==> src/hdl/lmfa_pkg.sv <==
`timescale 1ns / 1ps

package lmfa_pkg;

  localparam int unsigned FrameColsDefault   = 30;
  localparam int unsigned FrameRowsDefault   = 30;
  localparam int unsigned ChunkPixelsDefault = 240;
  localparam int unsigned LastChunkDefault   = 3;

  localparam int unsigned FieldW = 8;
  localparam int unsigned ColorW = 3 * FieldW;
  localparam int unsigned InDataW = 7 * FieldW;

  localparam logic [FieldW-1:0] LitValue = 8'd1;

  localparam logic [ColorW-1:0] ColorReset = {8'd255, 8'd0, 8'd255};

  typedef enum logic {
    REQ_WRITE = 1'b0,
    REQ_TICK  = 1'b1
  } req_e;

endpackage

==> src/hdl/led_matrix_frame_assembler.sv <==
`timescale 1ns / 1ps

// Frame assembler for a FRAME_COLS x FRAME_ROWS monochrome LED matrix with serpentine
// scan-out. The block sustains one input item (pixel write or scan tick) per clock while
// the output is not stalled; the single-port frame memory is read by a tick and written
// by a pixel write in the cycle the item is accepted, and the LED color appears on the
// output the cycle after its tick. While an LED item waits on the output, no input item
// is accepted. After reset the frame memory is cleared by a pass over all
// FRAME_COLS * FRAME_ROWS locations (900 by default), during which no item is accepted.
module led_matrix_frame_assembler #(
  parameter int unsigned FRAME_COLS   = lmfa_pkg::FrameColsDefault,
  parameter int unsigned FRAME_ROWS   = lmfa_pkg::FrameRowsDefault,
  parameter int unsigned CHUNK_PIXELS = lmfa_pkg::ChunkPixelsDefault,
  parameter int unsigned LAST_CHUNK   = lmfa_pkg::LastChunkDefault,
  localparam int unsigned TotalPix    = FRAME_COLS * FRAME_ROWS,
  localparam int unsigned PosW        = $clog2(TotalPix),
  localparam int unsigned OutDataW    = ((PosW + lmfa_pkg::ColorW + 7) / 8) * 8
) (
  input  logic                         clk_i,
  input  logic                         rst_ni,
  input  logic                         s_axis_tvalid_i,
  output logic                         s_axis_tready_o,
  // chunk_index, row_count, pixel_pos, pixel_value, red_in, green_in, blue_in
  input  logic [lmfa_pkg::InDataW-1:0] s_axis_tdata_i,
  // req_type
  input  logic                         s_axis_tuser_i,
  output logic                         m_axis_tvalid_o,
  input  logic                         m_axis_tready_i,
  // led_position, red_out, green_out, blue_out, zero padding
  output logic [OutDataW-1:0]          m_axis_tdata_o,
  // last_led
  output logic                         m_axis_tlast_o
);

  localparam int unsigned CalcW = 8 + $clog2(CHUNK_PIXELS + FRAME_COLS + 1);
  localparam int unsigned ColW  = $clog2(FRAME_COLS);

  typedef enum logic {
    ST_CLEAR,
    ST_RUN
  } state_e;

  state_e                        state_q;
  logic [PosW-1:0]               clr_addr_q;
  logic                          frame_ready_q;
  logic                          scan_active_q;
  logic [PosW-1:0]               scan_pos_q;
  logic [ColW-1:0]               scan_col_q;
  logic                          scan_odd_q;
  logic [lmfa_pkg::ColorW-1:0]   cur_color_q;
  logic [lmfa_pkg::ColorW-1:0]   scan_color_q;
  logic                          out_valid_q;
  logic [PosW-1:0]               out_pos_q;
  logic [lmfa_pkg::ColorW-1:0]   out_color_q;
  logic                          out_last_q;
  logic                          lit_q;
  logic                          mem_q [TotalPix];

  logic [lmfa_pkg::FieldW-1:0]   chunk;
  logic [lmfa_pkg::FieldW-1:0]   rows;
  logic [lmfa_pkg::FieldW-1:0]   pos;
  logic [lmfa_pkg::FieldW-1:0]   value;
  logic [lmfa_pkg::ColorW-1:0]   in_color;
  logic [CalcW-1:0]              offset;
  logic [CalcW-1:0]              len;
  logic [CalcW-1:0]              wr_addr;
  logic                          overflow;
  logic                          accept;
  logic                          do_write;
  logic                          do_emit;
  logic                          scan_last;
  logic [PosW:0]                 src_wide;
  logic [PosW-1:0]               src_addr;
  logic [lmfa_pkg::ColorW-1:0]   shown;

  assign chunk    = s_axis_tdata_i[7:0];
  assign rows     = s_axis_tdata_i[15:8];
  assign pos      = s_axis_tdata_i[23:16];
  assign value    = s_axis_tdata_i[31:24];
  assign in_color = {s_axis_tdata_i[39:32], s_axis_tdata_i[47:40], s_axis_tdata_i[55:48]};

  assign offset   = CalcW'(chunk) * CalcW'(CHUNK_PIXELS);
  assign len      = CalcW'(rows) * CalcW'(FRAME_COLS);
  assign wr_addr  = offset + CalcW'(pos);
  assign overflow = (offset + len) > CalcW'(TotalPix);

  assign s_axis_tready_o = (state_q == ST_RUN) && (!out_valid_q || m_axis_tready_i);
  assign accept          = s_axis_tvalid_i && s_axis_tready_o;
  assign do_write        = accept && (s_axis_tuser_i == lmfa_pkg::REQ_WRITE) && !overflow
                           && (CalcW'(pos) < len) && (wr_addr < CalcW'(TotalPix));
  assign do_emit         = accept && (s_axis_tuser_i == lmfa_pkg::REQ_TICK) && scan_active_q;

  assign scan_last = scan_pos_q == PosW'(TotalPix - 1);
  assign src_wide  = scan_odd_q ? {1'b0, scan_pos_q}
                   : (PosW + 1)'(scan_pos_q) + (PosW + 1)'(FRAME_COLS - 1)
                     - ((PosW + 1)'(scan_col_q) << 1);
  assign src_addr  = src_wide[PosW-1:0];

  always_ff @(posedge clk_i) begin
    if (state_q == ST_CLEAR) begin
      mem_q[clr_addr_q] <= 1'b0;
    end else if (do_write) begin
      mem_q[wr_addr[PosW-1:0]] <= (value == lmfa_pkg::LitValue);
    end
    if (do_emit) begin
      lit_q <= mem_q[src_addr];
    end
  end

  always_ff @(posedge clk_i or negedge rst_ni) begin
    if (!rst_ni) begin
      state_q       <= ST_CLEAR;
      clr_addr_q    <= '0;
      frame_ready_q <= 1'b0;
      scan_active_q <= 1'b0;
      scan_pos_q    <= '0;
      scan_col_q    <= '0;
      scan_odd_q    <= 1'b0;
      cur_color_q   <= lmfa_pkg::ColorReset;
      scan_color_q  <= '0;
      out_valid_q   <= 1'b0;
      out_pos_q     <= '0;
      out_color_q   <= '0;
      out_last_q    <= 1'b0;
    end else begin
      case (state_q)
        ST_CLEAR: begin
          if (clr_addr_q == PosW'(TotalPix - 1)) begin
            state_q <= ST_RUN;
          end else begin
            clr_addr_q <= clr_addr_q + 1'b1;
          end
        end
        ST_RUN: begin
          if (m_axis_tready_i) begin
            out_valid_q <= 1'b0;
          end
          if (accept) begin
            if (s_axis_tuser_i == lmfa_pkg::REQ_WRITE) begin
              cur_color_q <= in_color;
              if (!overflow && (chunk == lmfa_pkg::FieldW'(LAST_CHUNK))) begin
                frame_ready_q <= 1'b1;
              end
            end else if (!scan_active_q) begin
              if (frame_ready_q) begin
                frame_ready_q <= 1'b0;
                scan_active_q <= 1'b1;
                scan_pos_q    <= '0;
                scan_col_q    <= '0;
                scan_odd_q    <= 1'b0;
                scan_color_q  <= cur_color_q;
              end
            end else begin
              out_valid_q <= 1'b1;
              out_pos_q   <= scan_pos_q;
              out_color_q <= scan_color_q;
              out_last_q  <= scan_last;
              if (scan_last) begin
                scan_active_q <= 1'b0;
                scan_pos_q    <= '0;
              end else begin
                scan_pos_q <= scan_pos_q + 1'b1;
                if (scan_col_q == ColW'(FRAME_COLS - 1)) begin
                  scan_col_q <= '0;
                  scan_odd_q <= !scan_odd_q;
                end else begin
                  scan_col_q <= scan_col_q + 1'b1;
                end
              end
            end
          end
        end
        default: begin
          state_q <= ST_CLEAR;
        end
      endcase
    end
  end

  assign shown           = lit_q ? out_color_q : '0;
  assign m_axis_tvalid_o = out_valid_q;
  assign m_axis_tlast_o  = out_last_q;
  assign m_axis_tdata_o  = OutDataW'({shown[7:0], shown[15:8], shown[23:16], out_pos_q});

endmodule
==> config.mk <==
export PLATFORM = sky130hd
export DESIGN_NAME = led_matrix_frame_assembler
export DESIGN_NICKNAME = d
export VERILOG_FILES = /design/src/hdl/lmfa_pkg.sv /design/src/hdl/led_matrix_frame_assembler.sv
export SDC_FILE = /design/constraint.sdc
export NUM_CORES = 2
export LEC_CHECK = 0
export BUFFER_PORTS_ARGS = -buffer_cell sky130_fd_sc_hd__buf_2
export CORE_MARGIN = 5
export CORE_UTILIZATION = 40
export DETAILED_ROUTE_END_ITERATION = 6
export MAX_ROUTING_LAYER = met4
export PLACE_DENSITY_LB_ADDON = 0.12
export SLEW_MARGIN = 20
export SYNTH_ARGS = -nofsm -noshare
export SYNTH_HDL_FRONTEND = slang
export SYNTH_SLANG_ARGS = --single-unit
==> constraint.sdc <==
create_clock -name clk_i -period 26.6 [get_ports clk_i]
set_input_delay 2.66 -clock clk_i [delete_from_list [all_inputs] [get_ports clk_i]]
set_output_delay 2.66 -clock clk_i [all_outputs]
set_load 0.02 [all_outputs]
---- Yosys cells after proc, flatten, opt, wreduce, memory -nomap -nowiden ----
Memory sizes are Yosys's and may differ from the RTL's. A register that Yosys moved wholly into a read port is not among the register bits.
Index checks and enable logic that the tools add are counted.
word-level totals
  register bits after elaboration ......... 113
  memory bits (writable) .................. 900
  word-level logic and storage cells ...... 95
  memories kept ........................... 1
cells by class
  add/subtract/negate cells ............... 7
  multipliers ............................. 2
  order comparisons ....................... 3
  eq/ne operators ......................... 8
  multiplexer cells ....................... 32
  bitwise operators ....................... 4
  reductions and logical operators ........ 25
memories
  memory  depth  width  rd ports  clocked after Yosys merged registers in  write ports  line                              text
  mem_q   900    1      1         1                                        1            led_matrix_frame_assembler.sv:57  logic mem_q [TotalPix];
operators with widths
  cell                     number
  $mux W10                 5
  $mul A8 B4 Y12 const B   2
  $mux W24                 1
  $mux W1                  22
  $add A10 B1 Y10 const B  2
  $eq A10 B10 Y1 const B   2
  $mux W5                  4
  $add A16 B13 Y17         1
  $add A16 B8 Y17          1
  $gt A17 B10 Y1 const B   1
  $lt A17 B10 Y1 const B   1
  $lt A8 B13 Y1            1
  $reduce_and A4 Y1        3
  $add A10 B5 Y10 const B  1
  $reduce_and A5 Y1        2
  $sub A10 B6 Y10          1
  $logic_and A1 B1 Y1      9
  $eq A8 B1 Y1 const B     1
  $eq A8 B2 Y1 const B     1
  $reduce_and A3 Y1        2
  $reduce_and A6 Y1        1
  $add A5 B1 Y5 const B    1
  $eq A5 B5 Y1 const B     1
  $ne A2 B2 Y1 const B     2
  other kinds (7)          13

---- Depth between registers and ports, before layout ----
  word-level depth ........................ 13
  mapped depth ............................ 24
  depth with buffers taken out ............ 19

---- Worst setup path before layout ----
OpenSTA, ideal clock, no wires.
  kind .................................... input -> register
  from .................................... input port s_axis_tdata_i[0] in the netlist's numbering
  to ...................................... memory mem_q[0] (data pin)
  arrival ................................. 18.500 ns
  required time ........................... 24.033 ns
  slack ................................... 5.532 ns
  stages on the path ...................... 19
  cells stage by stage .................... fa_1 > fa_1 > ha_1 > a211oi_1 > nor2_1 > nor2_1 > ha_1 > a21oi_1 > o21ai_0 > mux2i_1 > o31ai_1 > a2111oi_0 > o2111a_1 > and4b_1 > buf_2 > buf_6 > buf_4 > buf_2 > and3_1
between the ends
  word-level cells in the longest chain between the ends .. 12
  elaborated cells on any way between the ends .. 14
RTL lines
  what                                 line                               text
  start: declaration                   led_matrix_frame_assembler.sv:24   input logic [lmfa_pkg::InDataW-1:0] s_axis_tdata_i,
  $mul A8 B4 Y12 *                     led_matrix_frame_assembler.sv:82   assign offset = CalcW'(chunk) * CalcW'(CHUNK_PIXELS);
  $add A16 B13 Y17                     led_matrix_frame_assembler.sv:85   assign overflow = (offset + len) > CalcW'(TotalPix);
  $gt A17 B10 Y1                       led_matrix_frame_assembler.sv:85
  $logic_not A1 Y1                     led_matrix_frame_assembler.sv:89   assign do_write = accept && (s_axis_tuser_i == lmfa_pkg::REQ_WRITE) && !overflow
  $logic_and A1 B1 Y1                  led_matrix_frame_assembler.sv:89
  $logic_and A1 B1 Y1                  led_matrix_frame_assembler.sv:90   && (CalcW'(pos) < len) && (wr_addr < CalcW'(TotalPix));
  $logic_and A1 B1 Y1 *                led_matrix_frame_assembler.sv:90
  $mux W1 *                            led_matrix_frame_assembler.sv:102  end else if (do_write) begin
  $mux W1 *                            led_matrix_frame_assembler.sv:100  if (state_q == ST_CLEAR) begin
  $mux W1 (implied by the code) *      led_matrix_frame_assembler.sv:103  mem_q[wr_addr[PosW-1:0]] <= (value == lmfa_pkg::LitValue);
  $reduce_or A1 Y1 (no source line) *  -
  $mux W1 (no source line) *           -
  end: declaration                     led_matrix_frame_assembler.sv:57
Every way passes the cells marked *; elsewhere a longest branch is shown, timed or not.

---- Worst setup path after layout ----
  from .................................... input port s_axis_tdata_i[0] in the netlist's numbering
  to ...................................... memory mem_q[411], enable pin
between the ends
  word-level cells in the longest chain between the ends .. 12
  elaborated cells on any way between the ends .. 15
RTL lines
  what                                                         line
  $mul A8 B4 Y12 *                                             led_matrix_frame_assembler.sv:82
  $add A16 B13 Y17                                             led_matrix_frame_assembler.sv:85
  $gt A17 B10 Y1                                               led_matrix_frame_assembler.sv:85
  $logic_not A1 Y1                                             led_matrix_frame_assembler.sv:89
  $logic_and A1 B1 Y1                                          led_matrix_frame_assembler.sv:89
  $logic_and A1 B1 Y1 (2 in series)                            led_matrix_frame_assembler.sv:90
  $mux W1                                                      led_matrix_frame_assembler.sv:102
  $mux W1                                                      led_matrix_frame_assembler.sv:100
  $mux W1 (implied by the code)                                led_matrix_frame_assembler.sv:103
  $reduce_or A1 Y1 (no source line)                            -
  $mux W10 (no source line) / $mux W1 (equally long branches)  -
Marks and branches as above.

==> impl_results.rst <==
.. list-table::
   :header-rows: 1

   * - Metric
     - Value
   * - # rows
     - 128
   * - Port-buffer cells
     - 97
   * - Nets
     - 3,905
   * - Count of cells resized by post-cts repair
     - 0
   * - Headroom to the max-slew limit
     - 23.2%
   * - Xor and xnor fraction of the mapped netlist area
     - 0.884%
   * - Final setup vio count
     - 0
   * - Number of max-slew violations in the final report
     - 0
   * - Final Core Density
     - 45.1%
   * - Arr. time, crit path
     - 10,410 ps
   * - Count of warnings emitted by yosys
     - 0
   * - Setup ws final
     - 16,580 ps
   * - Topmost layer with routed signal wires
     - met4
   * - Number of synthesized flops with an enable pin
     - 901
   * - Total negative setup slack
     - 0 ps
   * - Required arrival time at the worst endpoint
     - 26,990 ps
   * - Floorplan die width
     - 359 um
   * - R2R Setup Slk
     - 20,630 ps
   * - Number of max-cap violations
     - 0
   * - Setup repair after global routing missed its margin
     - false
   * - Critical register-to-register path endpoint
     - lit_q
   * - Critical path type
     - input port to flip-flop
   * - Fraction of layout cells with a size suffix above 1
     - 19.3%
   * - #FFs+latches synth
     - 1,014
   * - Initial antenna violation count
     - 6
   * - Detailed-routed wire length on met2
     - 70,300 um
   * - Setup Buffers After CTS
     - 0
   * - Starting utilization of the core area
     - 40.1%
   * - Clock tree root driver cell
     - clkbuf_16
   * - Worst hold path startpoint
     - cur_color_q[11]
   * - Fraction of the mapped netlist area in adder cells
     - 3.10%
   * - Via-to-Cell Ratio
     - 5.65
   * - Synthesized-area fraction occupied by ao, oa, aoi and oai cells
     - 4.74%
   * - Number of violations reported at the end of detailed-routing iteration 0
     - 3,302
   * - Largest net degree at the start of global routing
     - 260
   * - Setup slack after placement
     - 15,660 ps
   * - Routed via count
     - 30,800
   * - Wire length of the first global-routing pass
     - 210,000 um
   * - Number of non-filler instances in the completed layout
     - 5,458
   * - Reg2reg start
     - scan_pos_q[1]
   * - Proportion of netlist area held by the largest area contributor
     - 55.6%
   * - Height of the chip
     - 359 um
   * - Share of the yosys chip area belonging to registers
     - 61.4%
   * - Crit-path max FO
     - 54
   * - CP endpoint kind
     - flip-flop
   * - Final setup skew
     - 39.0 ps
   * - Crit path cell chain
     - buf_2 > fa_1 > fa_1 > ha_1 > a211oi_1 > nor2_1 > nor2_1 > ha_1 > a21oi_1 > o21ai_0 > mux2i_1 > o31ai_1 > a2111oi_0 > o2111a_1 > and4b_4 > buf_4 > buf_4 > a31oi_4 > buf_4 > nor2_1
   * - Lkg Pwr
     - 15.9 nW
   * - Routed WL per cell
     - 26.1 um
   * - Multiplexer share of the synthesized area
     - 13.2%
   * - Die outline area
     - 129,000 um2
   * - Reg2Reg Depth
     - 15
   * - Ys flop type
     - edfxtp_1
   * - Post-Route M1 WL
     - 61,000 um
   * - Most used cells in the layout excluding fill and tap cells
     - 942 x nor2_1, 901 x edfxtp_1, 282 x nand2_1, 239 x mux4_2, 112 x clkbuf_16
   * - Via count of the first global-routing pass
     - 30,700
   * - Most common cell after layout, fill and taps aside
     - nor2_1
   * - Result of the run
     - finished, final reports clean
   * - Instance count of the mapped netlist
     - 3,718
   * - Startpoint kind of the worst setup timing path
     - input port
   * - Cell with the largest stage delay on the worst path
     - buf_4
   * - Asr flop ratio synth
     - 11.1%
   * - Clock buffers created by TritonCTS
     - 110
   * - Type of the worst min-delay path
     - flip-flop to flip-flop
   * - Final antenna-violating net count
     - 0
   * - Clock tree sinks
     - 1,014
   * - Post-synthesis cell type count
     - 87
   * - Estimated wirelength of the detail-placed design
     - 76,800 um
   * - Layout filler cell count
     - 11,300
   * - Met3 WL
     - 8200 um
   * - Minimum period implied by the final worst setup slack
     - 10,020 ps
   * - Top area cells in the synthesized netlist
     - edfxtp_1 56%, mux4_2 11%, nor2_1 7.3%
   * - Slowest stage delay, CP
     - 900 ps
   * - Synth Cell Area
     - 48,700 um2
   * - Clock tree from TritonCTS
     - done
   * - Clock latency on the worst-skew pair
     - 710 ps
   * - Dominant combinational cell family by area after synthesis
     - simple AND/OR/NAND/NOR gates
   * - Most area-hungry cell type in the Yosys netlist
     - edfxtp_1
   * - Worst Hold Path EP
     - scan_color_q[11]
   * - Slew @ Worst Pin
     - 1150 ps
   * - Number of top-level pins
     - 104
   * - GR Overflow Total
     - 0
   * - Detailed-route wire length
     - 142,000 um
   * - Hold path depth
     - 2
   * - Power per cell area
     - 64.3 nW/um2
   * - Highest achievable clock rate
     - 99.8 MHz
   * - Area grow syn2layout
     - 12.5%
   * - Placeable core area
     - 121,000 um2
   * - Post-cts hold buffer count
     - 0
   * - Number of H-tree levels
     - 3
   * - Simple logic cell fraction of the synthesized area
     - 13.2%
   * - Avg Cell Area, Syn
     - 13.1 um2
   * - Clk pin slew, worst setup/hold paths
     - 60 ps
   * - Cell Count Post-Placement
     - 5,251
   * - DRC errors left
     - 0
   * - Routability congestion estimate from global placement
     - 0.806
   * - Count of TritonRoute iterations in the first routing pass
     - 5
   * - Final Cycle Share
     - 37.7%
   * - Peak supply drop
     - 0.0000508 V
   * - Maximum buffer depth of the clock tree
     - 3
   * - Hold violation count in the final report
     - 0
   * - GRT Util Overall
     - 22.4%
## metrics by stage
| step | area, um2 | power [W] | hold WS, ps |
|---|---|---|---|
| finish | 54800 | 0.00352 | 457 |
| floorplan | 48700 | 0.00199 | 433 |
| global route | 54800 | 0.00367 | 487 |
| detailed placement | 51200 | 0.00206 | 449 |
| CTS | 54700 | 0.00356 | 461 |
| global placement | 51200 | 0.00206 | 444 |
## worst max path at each step
stage | end | startpoint | cells after the start | slack (ps)
finish | mem_q[411] | s_axis_tdata_i[0] | 20 | 16580
global route | mem_q[607] | s_axis_tdata_i[0] | 18 | 16100
CTS | mem_q[444] | s_axis_tdata_i[0] | 18 | 16370
detailed placement | mem_q[436] | s_axis_tdata_i[0] | 18 | 15660
global placement | mem_q[426] | s_axis_tdata_i[0] | 18 | 15760
floorplan | mem_q[0] | s_axis_tdata_i[0] | 19 | 5530
## synthesized netlist by cell type, drive strengths merged (29+ instances only)
master,n
nor2,946
edfxtp,901
nand2,282
mux4,239
clkbuf,151
buf,148
a21oi,102
dfrtp,97
inv,84
ha,74
mux2i,62
nand3,62
nor3,52
o21ai,42
and2,37
nand4,37
mux2,35
a31oi,29
fa,29
## critical path, delay by kind of cell
kind / cells / cell delay, ps
buffers and inverters: 4 / 2160
AOI/OAI and AO/OA: 7 / 2140
adders and majority gates: 4 / 1710
and+or+nand+nor: 4 / 1450
muxes: 1 / 170
## flip-flops by register name, indices dropped and copies added, names as in the netlist
signal / count
lit_q: 1
clr_addr_q: 10
out_color_q: 24
state_q: 1
scan_col_q: 5
scan_active_q: 1
m_axis_tlast_o: 1
scan_color_q: 24
frame_ready_q: 1
cur_color_q: 24
m_axis_tvalid_o: 1
scan_pos_q: 10
out_pos_q: 10
scan_odd_q: 1
mem_q: 900
## kinds of logic after synthesis
group	count (synthesis)
AOI/OAI and AO/OA	302
buffers and inverters	383
DFF	1014
xor gates and xnor gates	45
adders and majority gates	103
and+or+nand+nor	1534
muxes	336
other	1
## routing by layer
metal | up-vias | track usage (%)
met4 | 0 | 4.56
met5 | - | -
met2 | 897 | 37.1
met1 | 16200 | 30.1
li1 | 13600 | -
met3 | 188 | 2.74
## layout make-up
type	count	area, um2	share of cell area [%]
inverters	84	315	0.576
flip-flops and latches	1014	29900	54.6
repair buffers	205	1410	2.57
clock buffers	145	2940	5.37
well taps	1625	2030	3.71
diodes	3	7.51	0.0137
multi-input cells	2326	17600	32.2
clock inverters	56	531	0.969
## power by group
group | switching [W] | internal (W) | total (W)
Clock | 0.000638 | 0.000854 | 0.00149
Sequential | 0 | 0.00171 | 0.00171
Combinational | 0.000196 | 0.000123 | 0.000320
Total | 0.000835 | 0.00269 | 0.00352
(Power assumes the default switching activity.)
